<file path="config.mk">
export PLATFORM = sky130hd
export DESIGN_NAME = trajectory_frame_header_scanner
export DESIGN_NICKNAME = d
export VERILOG_FILES = /design/src/design/tfhs_pkg.sv /design/src/design/trajectory_frame_header_scanner.sv /design/src/design/tfhs_front.sv /design/src/design/tfhs_queue.sv /design/src/design/tfhs_back.sv
export SDC_FILE = /design/constraint.sdc
export NUM_CORES = 1
export LEC_CHECK = 0
export BUFFER_PORTS_ARGS = -buffer_cell sky130_fd_sc_hd__buf_4
export CORE_MARGIN = 2
export CORE_UTILIZATION = 60
export CTS_CLUSTER_SIZE = 30
export DETAILED_ROUTE_END_ITERATION = 10
export PLACE_DENSITY = 0.8
export SLEW_MARGIN = 20
export SYNTH_ARGS = -nofsm -noshare
export SYNTH_HDL_FRONTEND = slang
export SYNTH_SLANG_ARGS = --single-unit
</file>
<file path="constraint.sdc">
create_clock -name clk -period 7.5 [get_ports clk]
set_input_delay 0 -clock clk [delete_from_list [all_inputs] [get_ports clk]]
set_output_delay 0 -clock clk [all_outputs]
set_load 0.02 [all_outputs]
</file>
<file path="src/design/tfhs_pkg.sv">
// Shared types, constants and helpers for the trajectory frame header scanner.
`default_nettype none
package tfhs_pkg;

  localparam int OFFSET_BITS_DEF = 48;
  localparam int FIELD_OFS_W     = 48;
  localparam int WORD_W          = 32;
  localparam int QUEUE_DEPTH     = 4;
  localparam int CFG_ADDR_W      = 1;
  localparam int OUT_TDATA_W     = 3 * FIELD_OFS_W + 3 * WORD_W;

  localparam logic [WORD_W-1:0] MAGIC_RESET = 32'd1995;

  localparam logic [CFG_ADDR_W-1:0] REG_MAGIC_WORD = 1'd0;
  localparam logic [CFG_ADDR_W-1:0] REG_SWAP_BYTES = 1'd1;

  typedef enum logic [1:0] {
    PH_SEARCH = 2'd0,
    PH_COUNT  = 2'd1,
    PH_STEP   = 2'd2,
    PH_TIME   = 2'd3
  } phase_t;

  // Header words as they leave the front, already byte-ordered.
  typedef struct packed {
    logic [WORD_W-1:0] time_bits;
    logic [WORD_W-1:0] step_number;
    logic [WORD_W-1:0] atom_count;
  } hdr_words_t;

  function automatic logic [WORD_W-1:0] byte_swap32(input logic [WORD_W-1:0] v);
    byte_swap32 = {v[7:0], v[15:8], v[23:16], v[31:24]};
  endfunction

endpackage
`default_nettype wire

</file>
<file path="src/design/trajectory_frame_header_scanner.sv">
// Trajectory frame header scanner: finds frame headers in a word stream and reports them.
//
// Input stream in_*: one 32-bit file word per request, in read order. A word equal
// to the magic register opens a header; the next three words are the atom count,
// step and time bits (byte-reversed when swap is set). The first complete header
// locks the atom count; each complete header with that count gives one request on
// out_* carrying frame number, count, step, time bits, magic word offset and the
// distance from the previous reported frame's offset.
// Throughput: one word per cycle while in_tready is high. The front pushes each
// complete header into a 4-entry header queue, and the back end drains one record
// per cycle into the output register while that register is free or being taken.
// When the receiver stalls, the output register holds, the queue fills and
// in_tready drops only once the queue is full; words that do not close a header
// are still blocked then. Config writes (cfg_*) are registered, no read-back.
// Synchronous reset clears phase, counters, the count lock and all valids;
// magic returns to 1995 and swapping is off.
`default_nettype none
module trajectory_frame_header_scanner #(
  parameter int OFFSET_BITS = tfhs_pkg::OFFSET_BITS_DEF
) (
  input  wire logic                               clk,
  input  wire logic                               rst_n,
  input  wire logic                               cfg_wr_en,
  input  wire logic [tfhs_pkg::CFG_ADDR_W-1:0]    cfg_addr,
  input  wire logic [tfhs_pkg::WORD_W-1:0]        cfg_wdata,
  input  wire logic                               in_tvalid,
  output logic                                    in_tready,
  input  wire logic [tfhs_pkg::WORD_W-1:0]        in_tdata,   // [31:0] word
  output logic                                    out_tvalid,
  input  wire logic                               out_tready,
  // [47:0] frame_number, [79:48] atom_count, [111:80] step_number,
  // [143:112] time_bits, [191:144] word_offset, [239:192] offset_delta
  output logic [tfhs_pkg::OUT_TDATA_W-1:0]        out_tdata
);
  import tfhs_pkg::*;

  localparam int REC_W = OFFSET_BITS + $bits(hdr_words_t);

  logic                   in_acc, push, pop, q_full, q_empty;
  hdr_words_t             push_hdr, q_hdr;
  logic [OFFSET_BITS-1:0] push_pos, q_pos;
  logic [REC_W-1:0]       q_rd;

  assign in_tready = !q_full;
  assign in_acc    = in_tvalid && in_tready;

  tfhs_front #(.OFFSET_BITS(OFFSET_BITS)) u_front (
    .clk       (clk),
    .rst_n     (rst_n),
    .cfg_wr_en (cfg_wr_en),
    .cfg_addr  (cfg_addr),
    .cfg_wdata (cfg_wdata),
    .in_acc    (in_acc),
    .in_word   (in_tdata),
    .push      (push),
    .push_hdr  (push_hdr),
    .push_pos  (push_pos)
  );

  tfhs_queue #(.WIDTH(REC_W), .DEPTH(QUEUE_DEPTH)) u_queue (
    .clk       (clk),
    .rst_n     (rst_n),
    .push      (push),
    .push_data ({push_pos, push_hdr}),
    .pop       (pop),
    .pop_data  (q_rd),
    .full      (q_full),
    .empty     (q_empty)
  );

  assign q_hdr = q_rd[$bits(hdr_words_t)-1:0];
  assign q_pos = q_rd[REC_W-1:$bits(hdr_words_t)];

  tfhs_back #(.OFFSET_BITS(OFFSET_BITS)) u_back (
    .clk        (clk),
    .rst_n      (rst_n),
    .q_empty    (q_empty),
    .q_hdr      (q_hdr),
    .q_pos      (q_pos),
    .q_pop      (pop),
    .out_tvalid (out_tvalid),
    .out_tready (out_tready),
    .out_tdata  (out_tdata)
  );

endmodule
`default_nettype wire

</file>
<file path="src/design/tfhs_front.sv">
// Front end: takes stream words, tracks header phase and word offsets, builds header records.
`default_nettype none
module tfhs_front #(
  parameter int OFFSET_BITS = tfhs_pkg::OFFSET_BITS_DEF
) (
  input  wire logic                              clk,
  input  wire logic                              rst_n,
  input  wire logic                              cfg_wr_en,
  input  wire logic [tfhs_pkg::CFG_ADDR_W-1:0]   cfg_addr,
  input  wire logic [tfhs_pkg::WORD_W-1:0]       cfg_wdata,
  input  wire logic                              in_acc,
  input  wire logic [tfhs_pkg::WORD_W-1:0]       in_word,
  output logic                                   push,
  output tfhs_pkg::hdr_words_t                   push_hdr,
  output logic [OFFSET_BITS-1:0]                 push_pos
);
  import tfhs_pkg::*;

  phase_t                  phase_r, phase_nxt;
  logic [OFFSET_BITS-1:0]  word_cnt_r, word_cnt_nxt;
  logic [OFFSET_BITS-1:0]  magic_pos_r, magic_pos_nxt;
  logic [WORD_W-1:0]       pend_count_r, pend_count_nxt;
  logic [WORD_W-1:0]       pend_step_r, pend_step_nxt;
  logic [WORD_W-1:0]       magic_r;
  logic                    swap_r;
  logic [WORD_W-1:0]       hdr_word;

  assign hdr_word = swap_r ? byte_swap32(in_word) : in_word;

  always_ff @(posedge clk) begin
    if (!rst_n) begin
      magic_r <= MAGIC_RESET;
      swap_r  <= 1'b0;
    end else if (cfg_wr_en) begin
      unique case (cfg_addr)
        REG_MAGIC_WORD: magic_r <= cfg_wdata;
        REG_SWAP_BYTES: swap_r  <= cfg_wdata[0];
        default: ;
      endcase
    end
  end

  // next state
  always_comb begin
    phase_nxt = phase_r;
    if (in_acc) begin
      unique case (phase_r)
        PH_SEARCH: if (in_word == magic_r) phase_nxt = PH_COUNT;
        PH_COUNT:  phase_nxt = PH_STEP;
        PH_STEP:   phase_nxt = PH_TIME;
        PH_TIME:   phase_nxt = PH_SEARCH;
        default:   phase_nxt = PH_SEARCH;
      endcase
    end
  end

  // outputs and datapath
  always_comb begin
    push           = 1'b0;
    word_cnt_nxt   = word_cnt_r;
    magic_pos_nxt  = magic_pos_r;
    pend_count_nxt = pend_count_r;
    pend_step_nxt  = pend_step_r;
    if (in_acc) begin
      word_cnt_nxt = word_cnt_r + 1'b1;
      unique case (phase_r)
        PH_SEARCH: if (in_word == magic_r) magic_pos_nxt = word_cnt_r;
        PH_COUNT:  pend_count_nxt = hdr_word;
        PH_STEP:   pend_step_nxt  = hdr_word;
        PH_TIME:   push = 1'b1;
        default: ;
      endcase
    end
  end

  assign push_hdr = '{time_bits: hdr_word, step_number: pend_step_r, atom_count: pend_count_r};
  assign push_pos = magic_pos_r;

  always_ff @(posedge clk) begin
    if (!rst_n) begin
      phase_r      <= PH_SEARCH;
      word_cnt_r   <= '0;
      magic_pos_r  <= '0;
      pend_count_r <= '0;
      pend_step_r  <= '0;
    end else begin
      phase_r      <= phase_nxt;
      word_cnt_r   <= word_cnt_nxt;
      magic_pos_r  <= magic_pos_nxt;
      pend_count_r <= pend_count_nxt;
      pend_step_r  <= pend_step_nxt;
    end
  end

endmodule
`default_nettype wire

</file>
<file path="src/design/tfhs_queue.sv">
// Small FIFO of completed header records between front and back.
`default_nettype none
module tfhs_queue #(
  parameter int WIDTH = 8,
  parameter int DEPTH = tfhs_pkg::QUEUE_DEPTH
) (
  input  wire logic             clk,
  input  wire logic             rst_n,
  input  wire logic             push,
  input  wire logic [WIDTH-1:0] push_data,
  input  wire logic             pop,
  output logic [WIDTH-1:0]      pop_data,
  output logic                  full,
  output logic                  empty
);
  localparam int PTR_W = (DEPTH > 1) ? $clog2(DEPTH) : 1;
  localparam int CNT_W = $clog2(DEPTH + 1);
  localparam logic [CNT_W-1:0] DEPTH_C = CNT_W'(DEPTH);
  localparam logic [PTR_W-1:0] LAST_C  = PTR_W'(DEPTH - 1);

  logic [WIDTH-1:0] mem_r [DEPTH];
  logic [PTR_W-1:0] wr_ptr_r, wr_ptr_nxt, rd_ptr_r, rd_ptr_nxt;
  logic [CNT_W-1:0] cnt_r, cnt_nxt;
  logic             do_push, do_pop;

  assign full     = (cnt_r == DEPTH_C);
  assign empty    = (cnt_r == '0);
  assign do_push  = push && !full;
  assign do_pop   = pop && !empty;
  assign pop_data = mem_r[rd_ptr_r];

  always_comb begin
    wr_ptr_nxt = wr_ptr_r;
    rd_ptr_nxt = rd_ptr_r;
    cnt_nxt    = cnt_r;
    if (do_push) wr_ptr_nxt = (wr_ptr_r == LAST_C) ? '0 : wr_ptr_r + 1'b1;
    if (do_pop)  rd_ptr_nxt = (rd_ptr_r == LAST_C) ? '0 : rd_ptr_r + 1'b1;
    if (do_push && !do_pop)      cnt_nxt = cnt_r + 1'b1;
    else if (do_pop && !do_push) cnt_nxt = cnt_r - 1'b1;
  end

  always_ff @(posedge clk) begin
    if (do_push) mem_r[wr_ptr_r] <= push_data;
  end

  always_ff @(posedge clk) begin
    if (!rst_n) begin
      wr_ptr_r <= '0;
      rd_ptr_r <= '0;
      cnt_r    <= '0;
    end else begin
      wr_ptr_r <= wr_ptr_nxt;
      rd_ptr_r <= rd_ptr_nxt;
      cnt_r    <= cnt_nxt;
    end
  end

endmodule
`default_nettype wire

</file>
<file path="src/design/tfhs_back.sv">
// Back end: count lock check, frame numbering, offset delta and output register.
`default_nettype none
module tfhs_back #(
  parameter int OFFSET_BITS = tfhs_pkg::OFFSET_BITS_DEF
) (
  input  wire logic                                  clk,
  input  wire logic                                  rst_n,
  input  wire logic                                  q_empty,
  input  wire tfhs_pkg::hdr_words_t                  q_hdr,
  input  wire logic [OFFSET_BITS-1:0]                q_pos,
  output logic                                       q_pop,
  output logic                                       out_tvalid,
  input  wire logic                                  out_tready,
  output logic [tfhs_pkg::OUT_TDATA_W-1:0]           out_tdata
);
  import tfhs_pkg::*;

  logic                   locked_r, locked_nxt;
  logic [WORD_W-1:0]      lock_cnt_r, lock_cnt_nxt;
  logic [OFFSET_BITS-1:0] frames_r, frames_nxt;
  logic [OFFSET_BITS-1:0] prev_ofs_r, prev_ofs_nxt;
  logic                   valid_r, valid_nxt;
  logic [OUT_TDATA_W-1:0] data_r;
  logic                   match, load;
  logic [OFFSET_BITS-1:0] delta;
  // zero-padded copies so any OFFSET_BITS maps onto the 48-bit fields
  logic [OFFSET_BITS+FIELD_OFS_W-1:0] frames_ext, pos_ext, delta_ext;

  assign q_pop = !q_empty && (!valid_r || out_tready);
  assign match = !locked_r || (q_hdr.atom_count == lock_cnt_r);
  assign load  = q_pop && match;
  assign delta = q_pos - prev_ofs_r;

  assign frames_ext = {{FIELD_OFS_W{1'b0}}, frames_r};
  assign pos_ext    = {{FIELD_OFS_W{1'b0}}, q_pos};
  assign delta_ext  = {{FIELD_OFS_W{1'b0}}, delta};

  always_comb begin
    locked_nxt   = locked_r;
    lock_cnt_nxt = lock_cnt_r;
    frames_nxt   = frames_r;
    prev_ofs_nxt = prev_ofs_r;
    valid_nxt    = valid_r;
    if (out_tready) valid_nxt = 1'b0;
    if (q_pop) begin
      valid_nxt = match;
      if (!locked_r) begin
        locked_nxt   = 1'b1;
        lock_cnt_nxt = q_hdr.atom_count;
      end
      if (match) begin
        frames_nxt   = frames_r + 1'b1;
        prev_ofs_nxt = q_pos;
      end
    end
  end

  always_ff @(posedge clk) begin
    if (load) begin
      data_r <= {delta_ext[FIELD_OFS_W-1:0], pos_ext[FIELD_OFS_W-1:0],
                 q_hdr.time_bits, q_hdr.step_number, q_hdr.atom_count,
                 frames_ext[FIELD_OFS_W-1:0]};
    end
  end

  always_ff @(posedge clk) begin
    if (!rst_n) begin
      locked_r   <= 1'b0;
      lock_cnt_r <= '0;
      frames_r   <= '0;
      prev_ofs_r <= '0;
      valid_r    <= 1'b0;
    end else begin
      locked_r   <= locked_nxt;
      lock_cnt_r <= lock_cnt_nxt;
      frames_r   <= frames_nxt;
      prev_ofs_r <= prev_ofs_nxt;
      valid_r    <= valid_nxt;
    end
  end

  assign out_tvalid = valid_r;
  assign out_tdata  = data_r;

endmodule
`default_nettype wire

</file>
Word-level counts from Yosys, hierarchy flattened
Memories as Yosys holds them, arrays and structs flattened. A register that Yosys moved wholly into a read port is not among the register bits. Index checks and enable logic that the tools add are counted.

Flip-flop bits (word level): 572. Latch bits: 0. Memory bits (writable): 576. ROM bits: 0. Bits of input ports: 70. Output and inout bits: 242. Word-level logic and storage cells: 77. Memories kept: 1.

Add/sub/neg operators: 7. Multiply operators: 0. Divide/modulo/power cells: 0. Magnitude comparators: 0. Equality and inequality tests: 9. Shift-type cells: 0. Mux-type cells: 15. Bitwise logic cells: 2. Reduce and logical (&&, ||, !) cells: 27.

Memory list: u_queue.mem_r (depth 4, bits a word 144, rd ports 1, clocked after memory_dff 1, wr ports 1, line tfhs_queue.sv:21) `logic [WIDTH-1:0] mem_r [DEPTH];`.

Operator list (count): $add 48x1->48 const B (2); $eq 32x32->1 (2); $sub 48x48->48 (1); $mux 32 (1); $reduce_and 2->1 (7); $mux 2 (5); $eq 2x2->1 const B (4); $pmux 2 s4 (1); $logic_and 1x1->1 (7); $logic_not 1->1 (6); $mux 1 (6); $mux 3 (2); $add 2x1->2 const B (2); $reduce_bool 2->1 (2); $add 3x1->3 const B (1); $eq 3x3->1 const B (1); $logic_not 3->1 (1); $reduce_and 3->1 (1); $sub 3x1->3 const B (1); $eq 2x1->1 const B (1); $logic_not 2->1 (1); $logic_or 1x1->1 (2); $ne 2x1->1 const B (1); $not 1->1 (2).

Depth between registers and ports, before layout
Depth in word-level cells: 9. Depth in mapped cells: 16.

Modules after synthesis
A second synthesis with hierarchy kept.

Cell total of the unflattened synthesis: 2997. Area, all modules: 45043.2 sq um.

By module, submodules not included: tfhs_queue (instances 1, cells an instance 803, area an instance 21214.1 sq um); tfhs_back (instances 1, cells an instance 1229, area an instance 15463.6 sq um); tfhs_front (instances 1, cells an instance 963, area an instance 8355.5 sq um); trajectory_frame_header_scanner (instances 1, cells an instance 2, area an instance 10.0 sq um).

Worst setup path before layout
Ideal clock, no wire load.

Path kind: reg-to-reg. Start: reg (tool-made name). End: reg u_back.prev_ofs_r[42]. Library setup time: 127 ps. Data arrival time: 5458 ps. Data required time: 7373 ps. Setup slack: 1914 ps. Stages on the path, launching flop included: 12. Buffers on the path: 3. Path through: dfxtp_1 -> buf_4 -> buf_2 -> mux4_2 -> xnor2_1 -> nand4_1 -> nor4_1 -> a21oi_1 -> nor2_4 -> buf_2 -> mux2i_1 -> nor2b_1.

RTL lines: end signal, assigned (line tfhs_back.sv:77) `prev_ofs_r <= prev_ofs_nxt;`; end, declared (line tfhs_back.sv:21) `logic [OFFSET_BITS-1:0] prev_ofs_r, prev_ofs_nxt;`.

==> flow_summary.ini <==
[synth]
synth_compound_area_share_pct = 4.67
ys.flop_type = edfxtp_1
synthesis.area_um2 = 45100
synth_simple_gate_area_share_pct = 8.27
synth_cell_type_count = 61
synth_top_family_by_area = multiplexers
ys_ff_latch = 1150
synthXorXnorAreaFrac_pct = 3.79
synth_area_per_cell_um2 = 15.4
synth-edff-count = 816
synthMuxAreaShare_pct = 10.2
synthCells = 2929
synth_nets = 3060
yosysWarningCount = 0
synthAdderAreaFrac_pct = 1.73
async_flop_share_pct = 0
yosysSeqAreaShare_pct = 69.2

[placement]
hpwl_um = 60300
placed_area_um2 = 48400
dp_slack_ns = 2.58
gp_congestion = 0.894
port_buffers = 311

[timing]
worst_slew_pin_slew_ns = 1.16
finalHoldViolCount = 0
finalSetupTns_ns = 0
finClkSkew_ns = 0.0640
drv_slew = 0
fin_crit_sh_pct = 65.5
worst_slack_ns = 2.59
max_freq_mhz = 204
rsz0062_at_grt = no
setup_viol_count_final = 0
whs_ns = 0.0766
relSlewSlack_pct = 20.3
period_needed_ns = 4.91

[detailed_routing]
drt_first_pass_iters = 5
drc = 0
via_per_inst = 5.92
wl_per_cell_um = 23.3
vias = 26400
drt_iter0_markers = 2346
antenna_left = 0
wl_um = 104000

[die]
dieArea_um2 = 77300
initial_core_util_pct = 60.6
coreArea_um2 = 74400
row_count = 100
chipHeight_um = 278
die_w_um = 278
ios = 312

[final_layout]
layout.nets = 3523
syn2layout_area_growth_pct = 19.0
drive_gt1_share_pct = 19.2
fin_area_um2 = 53600
layout_common_cells = edfxtp_1 (816), buf_4 (331), dfxtp_1 (331)
final_common_cell = edfxtp_1

[global_route]
first_global_vias = 27100
grt-ovfl-total = 0
grt_usage_pct = 26.7
grt_pass1_wl_um = 158000
antenna_found_initial = 4
grt_max_degree = 158

[clock_network]
cts_buffers = 110
cts_hold_buf = 145
cts_num_sinks = 1150
clockBufferDepth = 3
ctsRootBufferMaster = clkbuf_16
postCtsResizedCells = 0
worstSkewPairLatency_ns = 0.71
path_clk_slew_ns = 0.06
post_cts_buffers = 0
cts_tree = done
htree_levels = 3

[pwr]
irDropWorstVdd_mv = 0.281
power_density_nw_per_um2 = 368
power_leakage_uw = 0.0190
p_total_uw = 19700

[critical_path]
rr_worst_depth = 12
cp_data_required_time_ns = 8.06
critPathKind = reg2reg
cp-end-kind = flip-flop
r2r_end = u_back.frames_r[30]
start_kind = flip-flop
crit_end = u_back.frames_r[30]
r2r_slack_ns = 2.59
cp_max_fo = 75
arrival_ns = 5.48

[run_status]
status = complete, no violations

[min_path]
min_path_type = in2reg

[job]
maxCapViolations = 0
==> worst min path at each step <==
stage | slack (ns) | depth (start not counted) | start | end
after floorplan | 0.12 | 2 | cfg_wdata[0] | u_front.magic_r[0]
after global placement | 0.23 | 3 | cfg_wdata[7] | u_front.magic_r[7]
after detailed placement | 0.22 | 3 | cfg_wdata[7] | u_front.magic_r[7]
after CTS | 0.01 | 4 | in_tdata[16] | u_front.pend_step_r[8]
after global routing | 0.08 | 5 | cfg_addr | u_front.magic_r[18]
final | 0.08 | 5 | cfg_addr | u_front.magic_r[18]
==> per-stage QoR <==
stage	util, %	instances
3_3_place_gp	64.9	4100
4_1_cts	71.9	4455
5_1_grt	72.0	4463
3_5_place_dp	64.9	4100
6_report	72.0	4464
2_1_floorplan	-	2929
==> sequential cells by signal, indices dropped and copies added, names as in the netlist, 2 cells and up, named ones only <==
| name | count |
|---|---|
| u_back.prev_ofs_r | 48 |
| u_back.out_tdata | 240 |
| u_front.push_pos | 48 |
| u_queue.rd_ptr_r | 2 |
| u_front.magic_r | 32 |
| u_queue.cnt_r | 3 |
| u_front.pend_count_r | 32 |
| u_back.frames_r | 48 |
| u_back.lock_cnt_r | 32 |
| u_queue.wr_ptr_r | 2 |
| u_front.pend_step_r | 32 |
| u_queue.mem_r | 576 |
| u_front.word_cnt_r | 48 |
| u_front.phase_r | 2 |
==> cell families after synthesis <==
| kind of cell | after synthesis |
|---|---|
| buf+inv | 244 |
| fa+ha+maj | 61 |
| xor+xnor | 195 |
| flops | 1150 |
| simple gates | 718 |
| mux | 279 |
| compound gates | 282 |
==> power by group <==
part | leakage, µW | internal, µW | switching (µW)
Clock | 0.00178 | 3200 | 2420
Sequential | 0.0100 | 7990 | 520
Combinational | 0.00723 | 2310 | 3310
Total | 0.0190 | 13500 | 6250
==> routing by layer <==
layer | vias up | share of wire (%) | GRT usage (%)
li1 | 11800 | - | -
met1 | 13200 | 38 | 33.3
met2 | 1196 | 50 | 45.2
met3 | 272 | 7.1 | 5.00
met4 | 0 | 4.9 | 13.0
met5 | - | 0 | 0
==> cell type report <==
type                    instances  area (µm²)
well taps                     969        1210
repair buffers                485        4120
inverters                     110         413
flip-flops and latches       1150       31200
clock inverters                44         578
diodes                          5        12.5
clock buffers                 166        3150
fillers                      4378       20800
multi-input cells            1535       12900
==> Yosys cell counts, drive strengths merged (36+ instances only) <==
master / count / area (µm²)
xnor2: 168 / 1470
clkbuf: 98 / 368
a21boi: 67 / 503
nand4: 58 / 363
a21oi: 50 / 250
ha: 59 / 738
and2: 98 / 613
mux2i: 135 / 1350
o211a: 64 / 641
edfxtp: 816 / 24500
inv: 110 / 413
nand2: 258 / 968
buf: 36 / 195
mux4: 144 / 3240
nand3: 53 / 265
dfxtp: 334 / 6690
nor2b: 115 / 719
nor2: 44 / 173
and3: 40 / 250
==> critical path, cell delays in order, from the launching register on <==
cell     delay, ns
dfxtp_4       0.87
buf_12        0.48
mux4_2        0.68
xnor2_1       0.17
nand4_1       0.20
nor4_1        0.36
a21oi_1       0.23
nor2_4        0.42
buf_4         0.36
buf_4         0.31
nand4_1       0.16
xnor2_1       0.16
and2_1        0.16
(Power assumes the default switching activity.)
